**src/b64e_pkg.sv**
```systemverilog
// b64e_pkg: shared types, character constants and the alphabet lookup for the
// base64 stream encoder. No dependencies; imported by every module of the block.
`timescale 1ns / 1ps

package b64e_pkg;

    localparam int unsigned CHARS_PER_JOB = 4;
    localparam int unsigned JOB_IDX_W     = $clog2(CHARS_PER_JOB);
    localparam int unsigned QUEUE_DEPTH   = 2;
    localparam int unsigned QPTR_W        = (QUEUE_DEPTH > 1) ? $clog2(QUEUE_DEPTH) : 1;
    localparam int unsigned QCNT_W        = $clog2(QUEUE_DEPTH + 1);

    localparam logic [7:0] CH_UPPER_A = 8'h41;
    localparam logic [7:0] CH_LOWER_A = 8'h61;
    localparam logic [7:0] CH_DIGIT_0 = 8'h30;
    localparam logic [7:0] CH_PLUS    = 8'h2B;
    localparam logic [7:0] CH_SLASH   = 8'h2F;
    localparam logic [7:0] PAD_CHAR   = 8'h3D;

    // position of the next byte inside its 3-byte group
    typedef enum logic [1:0] {
        PH_0 = 2'd0,
        PH_1 = 2'd1,
        PH_2 = 2'd2
    } t_phase;

    // one classified input byte: the characters it produces
    typedef struct packed {
        logic [CHARS_PER_JOB-1:0][7:0] chars;
        logic [JOB_IDX_W-1:0]          last_idx;
        logic                          fin;
    } t_job;

    function automatic logic [7:0] b64_char(input logic [5:0] idx);
        logic [7:0] w;
        w = {2'b00, idx};
        if (idx < 6'd26) begin
            return 8'(CH_UPPER_A + w);
        end else if (idx < 6'd52) begin
            return 8'(CH_LOWER_A + w - 8'd26);
        end else if (idx < 6'd62) begin
            return 8'(CH_DIGIT_0 + w - 8'd52);
        end else if (idx == 6'd62) begin
            return CH_PLUS;
        end else begin
            return CH_SLASH;
        end
    endfunction

endpackage

```
**src/b64e_front.sv**
```systemverilog
// b64e_front: accepts raw bytes, tracks group phase and leftover bits, and
// turns each byte into a job of one to four characters. Depends on b64e_pkg.
`timescale 1ns / 1ps

module b64e_front (
    input  logic          i_clk,
    input  logic          i_rst_n,
    input  logic          i_valid,
    input  logic [7:0]    i_data,
    input  logic          i_final,
    input  logic          i_q_full,
    output logic          o_ready,
    output logic          o_push,
    output b64e_pkg::t_job o_job
);
    import b64e_pkg::*;

    t_phase     r_phase, n_phase;
    logic [3:0] r_carry, n_carry;
    t_phase     grp_phase;
    logic [3:0] grp_carry;

    assign o_ready = !i_q_full;
    assign o_push  = i_valid && !i_q_full;

    always_ff @(posedge i_clk) begin
        if (!i_rst_n) begin
            r_phase <= PH_0;
            r_carry <= 4'd0;
        end else begin
            r_phase <= n_phase;
            r_carry <= n_carry;
        end
    end

    always_comb begin
        o_job          = '0;
        o_job.chars    = {CHARS_PER_JOB{PAD_CHAR}};
        o_job.fin      = i_final;
        grp_phase      = PH_1;
        grp_carry      = {2'b00, i_data[1:0]};

        unique case (r_phase)
            PH_1: begin
                o_job.chars[0] = b64_char({r_carry[1:0], i_data[7:4]});
                o_job.last_idx = JOB_IDX_W'(0);
                grp_carry      = i_data[3:0];
                grp_phase      = PH_2;
            end
            PH_2: begin
                o_job.chars[0] = b64_char({r_carry, i_data[7:6]});
                o_job.chars[1] = b64_char(i_data[5:0]);
                o_job.last_idx = JOB_IDX_W'(1);
                grp_carry      = 4'd0;
                grp_phase      = PH_0;
            end
            default: begin
                // phase 0, and the unused code acts the same
                o_job.chars[0] = b64_char(i_data[7:2]);
                o_job.last_idx = JOB_IDX_W'(0);
                grp_carry      = {2'b00, i_data[1:0]};
                grp_phase      = PH_1;
            end
        endcase

        // flush leftover bits left aligned, then pad to four characters
        if (i_final) begin
            if (grp_phase == PH_1) begin
                o_job.chars[1] = b64_char({grp_carry[1:0], 4'b0000});
                o_job.last_idx = JOB_IDX_W'(3);
            end else if (grp_phase == PH_2) begin
                o_job.chars[1] = b64_char({grp_carry, 2'b00});
                o_job.last_idx = JOB_IDX_W'(2);
            end
        end

        n_phase = r_phase;
        n_carry = r_carry;
        if (o_push) begin
            n_phase = i_final ? PH_0 : grp_phase;
            n_carry = i_final ? 4'd0 : grp_carry;
        end
    end

endmodule

```
**src/b64e_queue.sv**
```systemverilog
// b64e_queue: short first-in first-out queue of jobs between the front and
// back parts. Depends on b64e_pkg.
`timescale 1ns / 1ps

module b64e_queue (
    input  logic           i_clk,
    input  logic           i_rst_n,
    input  logic           i_push,
    input  b64e_pkg::t_job i_job,
    input  logic           i_pop,
    output logic           o_full,
    output logic           o_valid,
    output b64e_pkg::t_job o_job
);
    import b64e_pkg::*;

    t_job              r_entry [QUEUE_DEPTH];
    logic [QPTR_W-1:0] r_wr_ptr, n_wr_ptr;
    logic [QPTR_W-1:0] r_rd_ptr, n_rd_ptr;
    logic [QCNT_W-1:0] r_count,  n_count;

    assign o_full  = (r_count == QCNT_W'(QUEUE_DEPTH));
    assign o_valid = (r_count != '0);
    assign o_job   = r_entry[r_rd_ptr];

    always_comb begin
        n_wr_ptr = r_wr_ptr;
        n_rd_ptr = r_rd_ptr;
        n_count  = r_count;
        if (i_push) begin
            n_wr_ptr = (r_wr_ptr == QPTR_W'(QUEUE_DEPTH - 1)) ? '0 : QPTR_W'(r_wr_ptr + 1'b1);
        end
        if (i_pop) begin
            n_rd_ptr = (r_rd_ptr == QPTR_W'(QUEUE_DEPTH - 1)) ? '0 : QPTR_W'(r_rd_ptr + 1'b1);
        end
        if (i_push && !i_pop) begin
            n_count = QCNT_W'(r_count + 1'b1);
        end else if (i_pop && !i_push) begin
            n_count = QCNT_W'(r_count - 1'b1);
        end
    end

    always_ff @(posedge i_clk) begin
        if (!i_rst_n) begin
            r_wr_ptr <= '0;
            r_rd_ptr <= '0;
            r_count  <= '0;
        end else begin
            r_wr_ptr <= n_wr_ptr;
            r_rd_ptr <= n_rd_ptr;
            r_count  <= n_count;
        end
    end

    always_ff @(posedge i_clk) begin
        if (i_push) begin
            r_entry[r_wr_ptr] <= i_job;
        end
    end

    a_no_overflow: assert property (@(posedge i_clk) disable iff (!i_rst_n)
        i_push |-> (!o_full || i_pop))
        else $error("job queue push while full");
    a_no_underflow: assert property (@(posedge i_clk) disable iff (!i_rst_n)
        i_pop |-> o_valid)
        else $error("job queue pop while empty");
    a_count_range: assert property (@(posedge i_clk) disable iff (!i_rst_n)
        r_count <= QCNT_W'(QUEUE_DEPTH))
        else $error("job queue count out of range");

endmodule

```
**src/b64e_back.sv**
```systemverilog
// b64e_back: takes queued jobs and delivers their characters one per cycle, while
// ready, on the output channel with run and message end flags. Depends on b64e_pkg.
`timescale 1ns / 1ps

module b64e_back (
    input  logic           i_clk,
    input  logic           i_rst_n,
    input  logic           i_q_valid,
    input  b64e_pkg::t_job i_q_job,
    input  logic           i_ready,
    output logic           o_pop,
    output logic           o_valid,
    output logic [7:0]     o_char,
    output logic           o_run_last,
    output logic           o_message_end
);
    import b64e_pkg::*;

    logic                 r_busy;
    t_job                 r_job;
    logic [JOB_IDX_W-1:0] r_idx;
    logic                 at_last;

    assign at_last       = (r_idx == r_job.last_idx);
    assign o_valid       = r_busy;
    assign o_char        = r_job.chars[r_idx];
    assign o_run_last    = at_last;
    assign o_message_end = at_last && r_job.fin;
    assign o_pop         = i_q_valid && (!r_busy || (i_ready && at_last));

    always_ff @(posedge i_clk) begin
        if (!i_rst_n) begin
            r_busy <= 1'b0;
            r_idx  <= '0;
        end else if (o_pop) begin
            r_busy <= 1'b1;
            r_idx  <= '0;
        end else if (r_busy && i_ready) begin
            if (at_last) begin
                r_busy <= 1'b0;
            end else begin
                r_idx <= JOB_IDX_W'(r_idx + 1'b1);
            end
        end
    end

    always_ff @(posedge i_clk) begin
        if (o_pop) begin
            r_job <= i_q_job;
        end
    end

    a_idx_in_job: assert property (@(posedge i_clk) disable iff (!i_rst_n)
        r_busy |-> (r_idx <= r_job.last_idx))
        else $error("character index past end of job");
    a_stall_holds: assert property (@(posedge i_clk) disable iff (!i_rst_n)
        (r_busy && !i_ready) |=> (r_busy && r_idx == $past(r_idx)))
        else $error("character advanced while receiver stalled");
    a_idle_loads: assert property (@(posedge i_clk) disable iff (!i_rst_n)
        (!r_busy && i_q_valid) |-> o_pop)
        else $error("back part idle with a job waiting");

endmodule

```
**src/base64_stream_encoder_core.sv**
```systemverilog
// base64_stream_encoder_core: top level of the base64 stream encoder, joining
// the front classifier, the job queue and the character emitter. Depends on b64e_pkg.
`timescale 1ns / 1ps

// usage
//   input channel s_axis: one raw byte per transfer in tdata[7:0]; tlast marks
//   the final byte of a message, which flushes the leftover bits and pads
//   with '=' to a multiple of four characters
//   output channel m_axis: one ascii character per transfer in tdata[7:0];
//   tuser is high on the last character caused by one input byte, tlast on
//   the final character of the whole encoded message
// data path
//   an accepted byte's job is registered in the queue, then in the output stage
// throughput
//   the front takes one byte per cycle while the two-entry job queue has
//   room; the back emits one character per cycle while m_axis_tready is high,
//   so a byte yields one or two characters or (final byte) up to four, about
//   4/3 per byte on average, and the output port is what sets the sustained rate
// reset
//   synchronous active-low i_rst_n clears phase, leftover bits, queue and
//   the output stage; the next byte starts a new message
// stalls
//   when m_axis_tready is low the current character holds; the queue fills
//   and s_axis_tready drops once it is full

module base64_stream_encoder_core (
    input  logic       i_clk,
    input  logic       i_rst_n,
    // input channel
    input  logic       s_axis_tvalid,
    output logic       s_axis_tready,
    input  logic [7:0] s_axis_tdata,   // [7:0] data_byte
    input  logic       s_axis_tlast,   // final_byte
    // output channel
    output logic       m_axis_tvalid,
    input  logic       m_axis_tready,
    output logic [7:0] m_axis_tdata,   // [7:0] out_char
    output logic       m_axis_tuser,   // [0] run_last
    output logic       m_axis_tlast    // message_end
);
    import b64e_pkg::*;

    logic q_full;
    logic q_valid;
    logic push;
    logic pop;
    t_job front_job;
    t_job head_job;

    // classify each byte into a job of one to four characters
    b64e_front u_front (
        .i_clk    (i_clk),
        .i_rst_n  (i_rst_n),
        .i_valid  (s_axis_tvalid),
        .i_data   (s_axis_tdata),
        .i_final  (s_axis_tlast),
        .i_q_full (q_full),
        .o_ready  (s_axis_tready),
        .o_push   (push),
        .o_job    (front_job)
    );

    // short queue decouples byte intake from character output
    b64e_queue u_queue (
        .i_clk   (i_clk),
        .i_rst_n (i_rst_n),
        .i_push  (push),
        .i_job   (front_job),
        .i_pop   (pop),
        .o_full  (q_full),
        .o_valid (q_valid),
        .o_job   (head_job)
    );

    // emit one character per transfer
    b64e_back u_back (
        .i_clk         (i_clk),
        .i_rst_n       (i_rst_n),
        .i_q_valid     (q_valid),
        .i_q_job       (head_job),
        .i_ready       (m_axis_tready),
        .o_pop         (pop),
        .o_valid       (m_axis_tvalid),
        .o_char        (m_axis_tdata),
        .o_run_last    (m_axis_tuser),
        .o_message_end (m_axis_tlast)
    );

endmodule
```
**config.mk**
```make
export PLATFORM = sky130hd
export DESIGN_NAME = base64_stream_encoder_core
export DESIGN_NICKNAME = d
export VERILOG_FILES = /design/src/b64e_pkg.sv /design/src/b64e_front.sv /design/src/b64e_queue.sv /design/src/b64e_back.sv /design/src/base64_stream_encoder_core.sv
export SDC_FILE = /design/constraint.sdc
export NUM_CORES = 1
export LEC_CHECK = 0
export ABC_AREA = 1
export BUFFER_PORTS_ARGS = -buffer_cell sky130_fd_sc_hd__clkbuf_2
export CAP_MARGIN = 20
export CELL_PAD_IN_SITES_DETAIL_PLACEMENT = 1
export CELL_PAD_IN_SITES_GLOBAL_PLACEMENT = 2
export CORE_UTILIZATION = 33
export DETAILED_ROUTE_END_ITERATION = 10
export PLACE_DENSITY_LB_ADDON = 0.05
export SLEW_MARGIN = 10
export SYNTH_ARGS = -nofsm -noshare
export SYNTH_HDL_FRONTEND = slang
export SYNTH_SLANG_ARGS = --single-unit
```
**constraint.sdc**
```tcl
create_clock -name i_clk -period 1.9 [get_ports i_clk]
set_input_delay 0.095 -clock i_clk [delete_from_list [all_inputs] [get_ports i_clk]]
set_output_delay 0.095 -clock i_clk [all_outputs]
set_load 0.03 [all_outputs]
```
==> results of run 1 <==
==> worst paths after layout <==
kind                      start                endpoint  cells after the start
max          u_front.r_phase[0]  u_queue.r_entry[1][16]                     15
min               m_axis_tready         u_back.r_idx[0]                      3
max reg2reg  u_front.r_phase[0]  u_queue.r_entry[1][16]                     15
min reg2reg  u_queue.r_count[1]      u_queue.r_count[1]                      2
==> layer usage <==
layer  vias up  global-route usage  share of wire
met5         -                   0              0
li1       2547                   -              -
met2        65              0.3884           0.49
met1      2524              0.3118           0.48
met3        10             0.02336          0.020
met4         0             0.05245          0.011
==> kinds of logic after synthesis <==
kind of cell    count (synthesis)  synth area share
compound gates                114            0.1191
buf+inv                        94           0.07655
xor+xnor                       19           0.03273
flops                          70            0.3879
fa+ha+maj                      33           0.08122
simple gates                  361            0.3025
==> area by class of cell <==
type / count / area (sq um)
fill: 1836 / 7865
multi-input combinational: 527 / 3054
sequential: 70 / 1984
timing repair buffer: 144 / 1064
inverter: 71 / 282.8
tap: 184 / 230.2
clock buffer: 9 / 225.2
clock inverter: 7 / 48.80
==> synthesized netlist by cell type, types with 8 or more instances <==
cell type / n
clkbuf_1: 8
xor2_1: 12
inv_1: 58
nand2_1: 212
buf_2: 8
inv_2: 11
dfxtp_1: 13
nand4_1: 9
nor2_1: 59
edfxtp_1: 57
o21ai_0: 52
ha_1: 33
a21oi_1: 43
nand3_1: 61
==> registers in the layout, indices dropped and copies added, names as in the netlist <==
name,count
u_queue.r_count,2
u_back.r_job,19
u_queue.r_rd_ptr,1
u_queue.r_entry,38
u_back.r_idx,2
u_back.o_valid,1
u_queue.r_wr_ptr,1
u_front.r_phase,2
u_front.r_carry,4
==> metrics by stage <==
stage,utilization,TNS [ns]
after floorplan,-,0
after global placement,0.4155,-1.721
after detailed placement,0.4155,-3.077
after CTS,0.4465,-0.9540
after global routing,0.4669,-3.354
final,0.4669,-1.409
==> report_power, final <==
part	internal [W]	switching, W	total (W)	leakage [nW]
clock network	0.000885	0.000658	0.00154	0.126
logic	0.000768	0.00162	0.00239	2.32
registers	0.00220	0.000143	0.00235	0.639
==> worst reg2reg max path, stage by stage (launching register included) <==
cell,delay (ns)
dfxtp_4,0.37
inv_2,0.05
ha_4,0.31
inv_4,0.05
nand2_4,0.09
nor2_4,0.05
ha_4,0.16
o211ai_1,0.16
buf_4,0.18
nor2_2,0.03
nand2_1,0.05
nand2_1,0.05
nand2_1,0.06
nand2_1,0.06
nand2_1,0.06
nand2_1,0.07
==> what timing repair did <==
action	4_1_cts	5_1_grt
setup endpoints to repair	32	52
pin swaps	15	23
resized for setup	31	69
setup buffers	8	10
endpoints found under the hold margin	0	0
==> metrics.txt, run 1 <==
fin cells 1,012; layout cells sized above 1 0.3043; crit-path max FO 4; Die Height approximately 130 um; final setup vio count 16; pre-CTS WS -0.2642 ns; final WL 17.68 mm; Initial Util 0.3446; most used cell, CP nand2_1; max frequency 491.3 MHz; status complete, but fails checks; Post-Syn Area 5084 sq um; Worst setup EP type flip-flop; worst path bufs/invs 3; Fin. Hold Viols 0; CP Launch Type flip-flop; detailed-route DRC error count 0; drt pass-1 iters 5; clock slew seen by the registers of the worst setup and hold paths about 0.06 ns; CTS tree done; Synth cell types 34; EDFF count, synth 57; most frequent cells in the layout nand2_1, buf_4, nand3_1; data required time of the worst path 1.98 ns; WS Path Type reg2reg; Inst Count DP 978; Row Count 44; Worst-Skew Late Latency between 0.3 and 0.4 ns; max cap viols 0; # port buffers 24; yosys warns 0; dpl cell area 6130 sq um; Synth Register Bits 70; PD cells 910.9 nW/um^2; RSZ-0062 raised after global routing yes; cell area after layout 6889 sq um; CP Cell Sequence inv_2, ha_4, inv_4, nand2_4, nor2_4, ha_4, o211ai_1, buf_4, nor2_2, nand2_1, nand2_1, nand2_1, nand2_1, nand2_1, nand2_1; Net count, final between 800 and 900; Routed Antenna Nets 0; slew margin rel. 0.5660; slowest CP cell dfxtp_4; initial DRC count 234; CTS Buffer Depth 2; Avg Cell Area, Syn 7.357 sq um; top post-synthesis cells by area edfxtp_1, nand2_1, ha_1; failing checks negative setup slack; Chip Width 126.1 um; Routed WL per cell 17.47 um; CTS Hold Buffers Added 0; most common cell after layout, fill and taps aside nand2_1; initial antenna violation count 0; Synth area leader edfxtp_1; total number of vias 5,146; crit path DAT 2.12 ns; Post-synth top flop edfxtp_1; static leakage 3.088 nW; Total GRT Usage 0.2284; I/O pin count 25; H-tree Lvls 3; global-route wire length before repair between 20 and 30 mm; register area share after synthesis 0.3879; Hold Crit Class in2reg; Pwr Total 0.006275 W; hpwl dp 13.99 mm; Net Count, Synth 737; mean number of vias per cell 5.085; Top Family by Delay on Critical Path simple AND/OR/NAND/NOR gates; worst slew pin tran 0.6503 ns; Area Growth Syn to Fin 35.52%; clock skew 0.009686 ns; Final WS setup -0.1355 ns; clock root buffer clkbuf_16; post-synth top area share 0.3367; vias in the first global route about 5,300; Max Slew Vio Count 0; # diodes 0; core outline area 14,750 sq um; post-route clock period utilization 1.071; total gr overflow 0; Async SR Flop Fraction 0; worst IR drop on VDD 0.4654 mV; CTS buffer count 9; final worst path period need a little over 2 ns; worst hold margin roughly 0.064 ns; final RePlAce weighted congestion 0.9218; pin count of the biggest net entering global routing 21; clock sinks 70; Die ar. 15,910 sq um; CP max stage delay between 0.3 and 0.4 ns; Post-Syn Instances 691; worst reg-to-reg setup slack -0.14 ns
No activity file was read; power rests on OpenSTA's default activity.
==> run 2: changes to the inputs <==
Settings changed: CORE_ASPECT_RATIO set to 1.75.
==> metrics.txt, run 2 (synthesis results as in run 1) <==
FF-to-FF End u_queue.r_entry[1][14]; worst slew pin tran 0.6530 ns (+0.002634 ns); Routed Antenna Nets 0 (unchanged); Routed WL per cell 18.16 um (+3.9%); final WL 18.23 mm (+3.1%); H-tree Lvls 3 (unchanged); worst IR drop on VDD 0.5324 mV (+14%); met3 routed WL 218 um (-37%); Row Count 59 (+34%); failing checks negative setup slack; post-route clock period utilization 1.142 (+0.07058); Post-Route Utilization 0.4511 (-0.01581); crit path DAT 2.23 ns (+0.11 ns); WL met2 10.92 mm (+26%); final RePlAce weighted congestion 0.8835 (-4.2%); FF-to-FF path depth 11 (-4); final setup vio count 16 (unchanged); status complete, but fails checks; detailed-route DRC error count 0 (unchanged); Initial Util 0.3392 (-0.005322); WHS Path Cells 3 (unchanged); pin count of the biggest net entering global routing 21 (unchanged); Max Used Layer met4; mean number of vias per cell 5.049 (-0.71%); worst hold margin 0.07112 ns (+0.006652 ns); pre-CTS WS -0.2922 ns (-0.02798 ns); Max Slew Vio Count 0 (unchanged); layout cells sized above 1 0.2801 (-0.02420); WS Path Type reg2reg; RSZ-0062 raised after global routing yes; I/O pin count 25 (unchanged); Total GRT Usage 0.2434 (+0.01494); Chip Width 95.83 um (-24%); Most flops, register u_queue.r_entry; Final WS setup -0.2696 ns (-0.1341 ns); max frequency 460.9 MHz (-6.2%); initial DRC count 164 (-30%); worst reg2reg path startpoint u_front.r_phase[0]; Hold Crit Class in2reg; CP Launch Type flip-flop; DRT met1 WL 6.516 mm (-23%); initial antenna violation count 0 (unchanged); number of flip-flops in the largest register 38 (unchanged); Regs by FF count u_queue.r_entry (38), u_back.r_job (19), u_front.r_carry (4); total number of vias 5,069 (-1.5%); Die ar. 15,930 sq um (+0.13%); hold_sp m_axis_tready; Area Growth Syn to Fin 32.98%; vias in the first global route 5,549 (+4.1%); data required time of the worst path 1.96 ns (-0.02 ns); PD cells 930.0 nW/um^2 (+2.1%); core outline area 14,990 sq um (+1.6%); # port buffers 24 (unchanged); static leakage 3.035 nW (-1.7%); crit-path max FO 4 (unchanged); max cap viols 0 (unchanged); most common cell after layout, fill and taps aside nand2_1; final setup TNS -3.044 ns (-1.635 ns); clock root buffer clkbuf_16; Die Height 166.2 um (+32%); hpwl dp 14.98 mm (+7.0%); Net count, final 862 (-0.81%); CTS Buffer Depth 2 (unchanged); worst reg-to-reg setup slack -0.27 ns (-0.13 ns); CTS buffer count 9 (unchanged); most frequent cells in the layout nand2_1, buf_4, nand3_1; Worst setup EP type flip-flop; clock sinks 70 (unchanged); total gr overflow 0 (unchanged); CTS Hold Buffers Added 0 (unchanged); # diodes 0 (unchanged); final worst path period need 2.170 ns (+0.1341 ns); Hold EP u_back.r_idx[0]; clock skew 0.01075 ns (+0.001064 ns); drt pass-1 iters 4 (-1); slew margin rel. 0.5642 (-0.001758); global-route wire length before repair 28.95 mm (+2.2%); CTS tree done; clock slew seen by the registers of the worst setup and hold paths 0.06 ns (about the same); Worst-Skew Late Latency 0.34 ns (about the same); Fin. Hold Viols 0 (unchanged)
run 2: worst max-delay path by stage:
stage | from | endpoint | slack, ns
detailed placement | u_front.r_phase[0] | u_queue.r_entry[0][11] | -0.29
global route | u_front.r_phase[0] | u_queue.r_entry[0][16] | -0.29
global placement | u_front.r_phase[1] | u_queue.r_entry[0][11] | -0.26
finish | u_front.r_phase[0] | u_queue.r_entry[1][14] | -0.27
floorplan | u_front.r_phase[1] | u_queue.r_entry[0][16] | 0.004
CTS | u_front.r_phase[0] | u_queue.r_entry[1][14] | -0.20
run 2: worst max-delay path, cell delays in order, from the launching register on:
cell      delay (ns)
dfxtp_2         0.34
inv_2           0.04
ha_4            0.30
inv_2           0.06
nand2_4         0.10
nor2_4          0.05
ha_4            0.16
o211ai_1        0.16
buf_4           0.18
nand2_4         0.05
o211ai_1        0.32
a21oi_2         0.11
run 2: final cells by class:
type                            instances  area, sq um
Clock buffer                           10        239.0
Clock inverter                          6        42.54
Fill cell                            1889         8225
Inverter                               71        272.8
Multi-Input combinational cell        527         2992
Sequential cell                        70         1984
Tap cell                              183        229.0
Timing Repair Buffer                  137         1001
run 2: through the flow:
| step | std cells | instance area, sq um | total power, W |
|---|---|---|---|
| floorplan | 691 | 5127 | 0.003769 |
| global placement | 982 | 6166 | 0.004513 |
| detailed placement | 982 | 6166 | 0.004632 |
| CTS | 1003 | 6578 | 0.006286 |
| global route | 1004 | 6760 | 0.006742 |
| finish | 1004 | 6760 | 0.006287 |
run 2: power breakdown:
group	switching [W]	total, W	leakage [nW]	internal, W
sequential	0.000149	0.00235	0.639	0.00220
clock	0.000667	0.00159	0.140	0.000927
combinational	0.00157	0.00234	2.26	0.000764
run 2: per-layer routing:
layer  global-route usage  vias up
met2               0.4922       56
met4              0.09604        0
li1                     -     2530
met3              0.02335       29
met5                    0        -
met1               0.2374     2454
run 2: timing repair:
item                                    in CTS  in global routing
buffers inserted                             6                  1
pin swaps                                   13                  9
gates resized for setup                     25                 45
endpoints found under the setup margin      29                 52
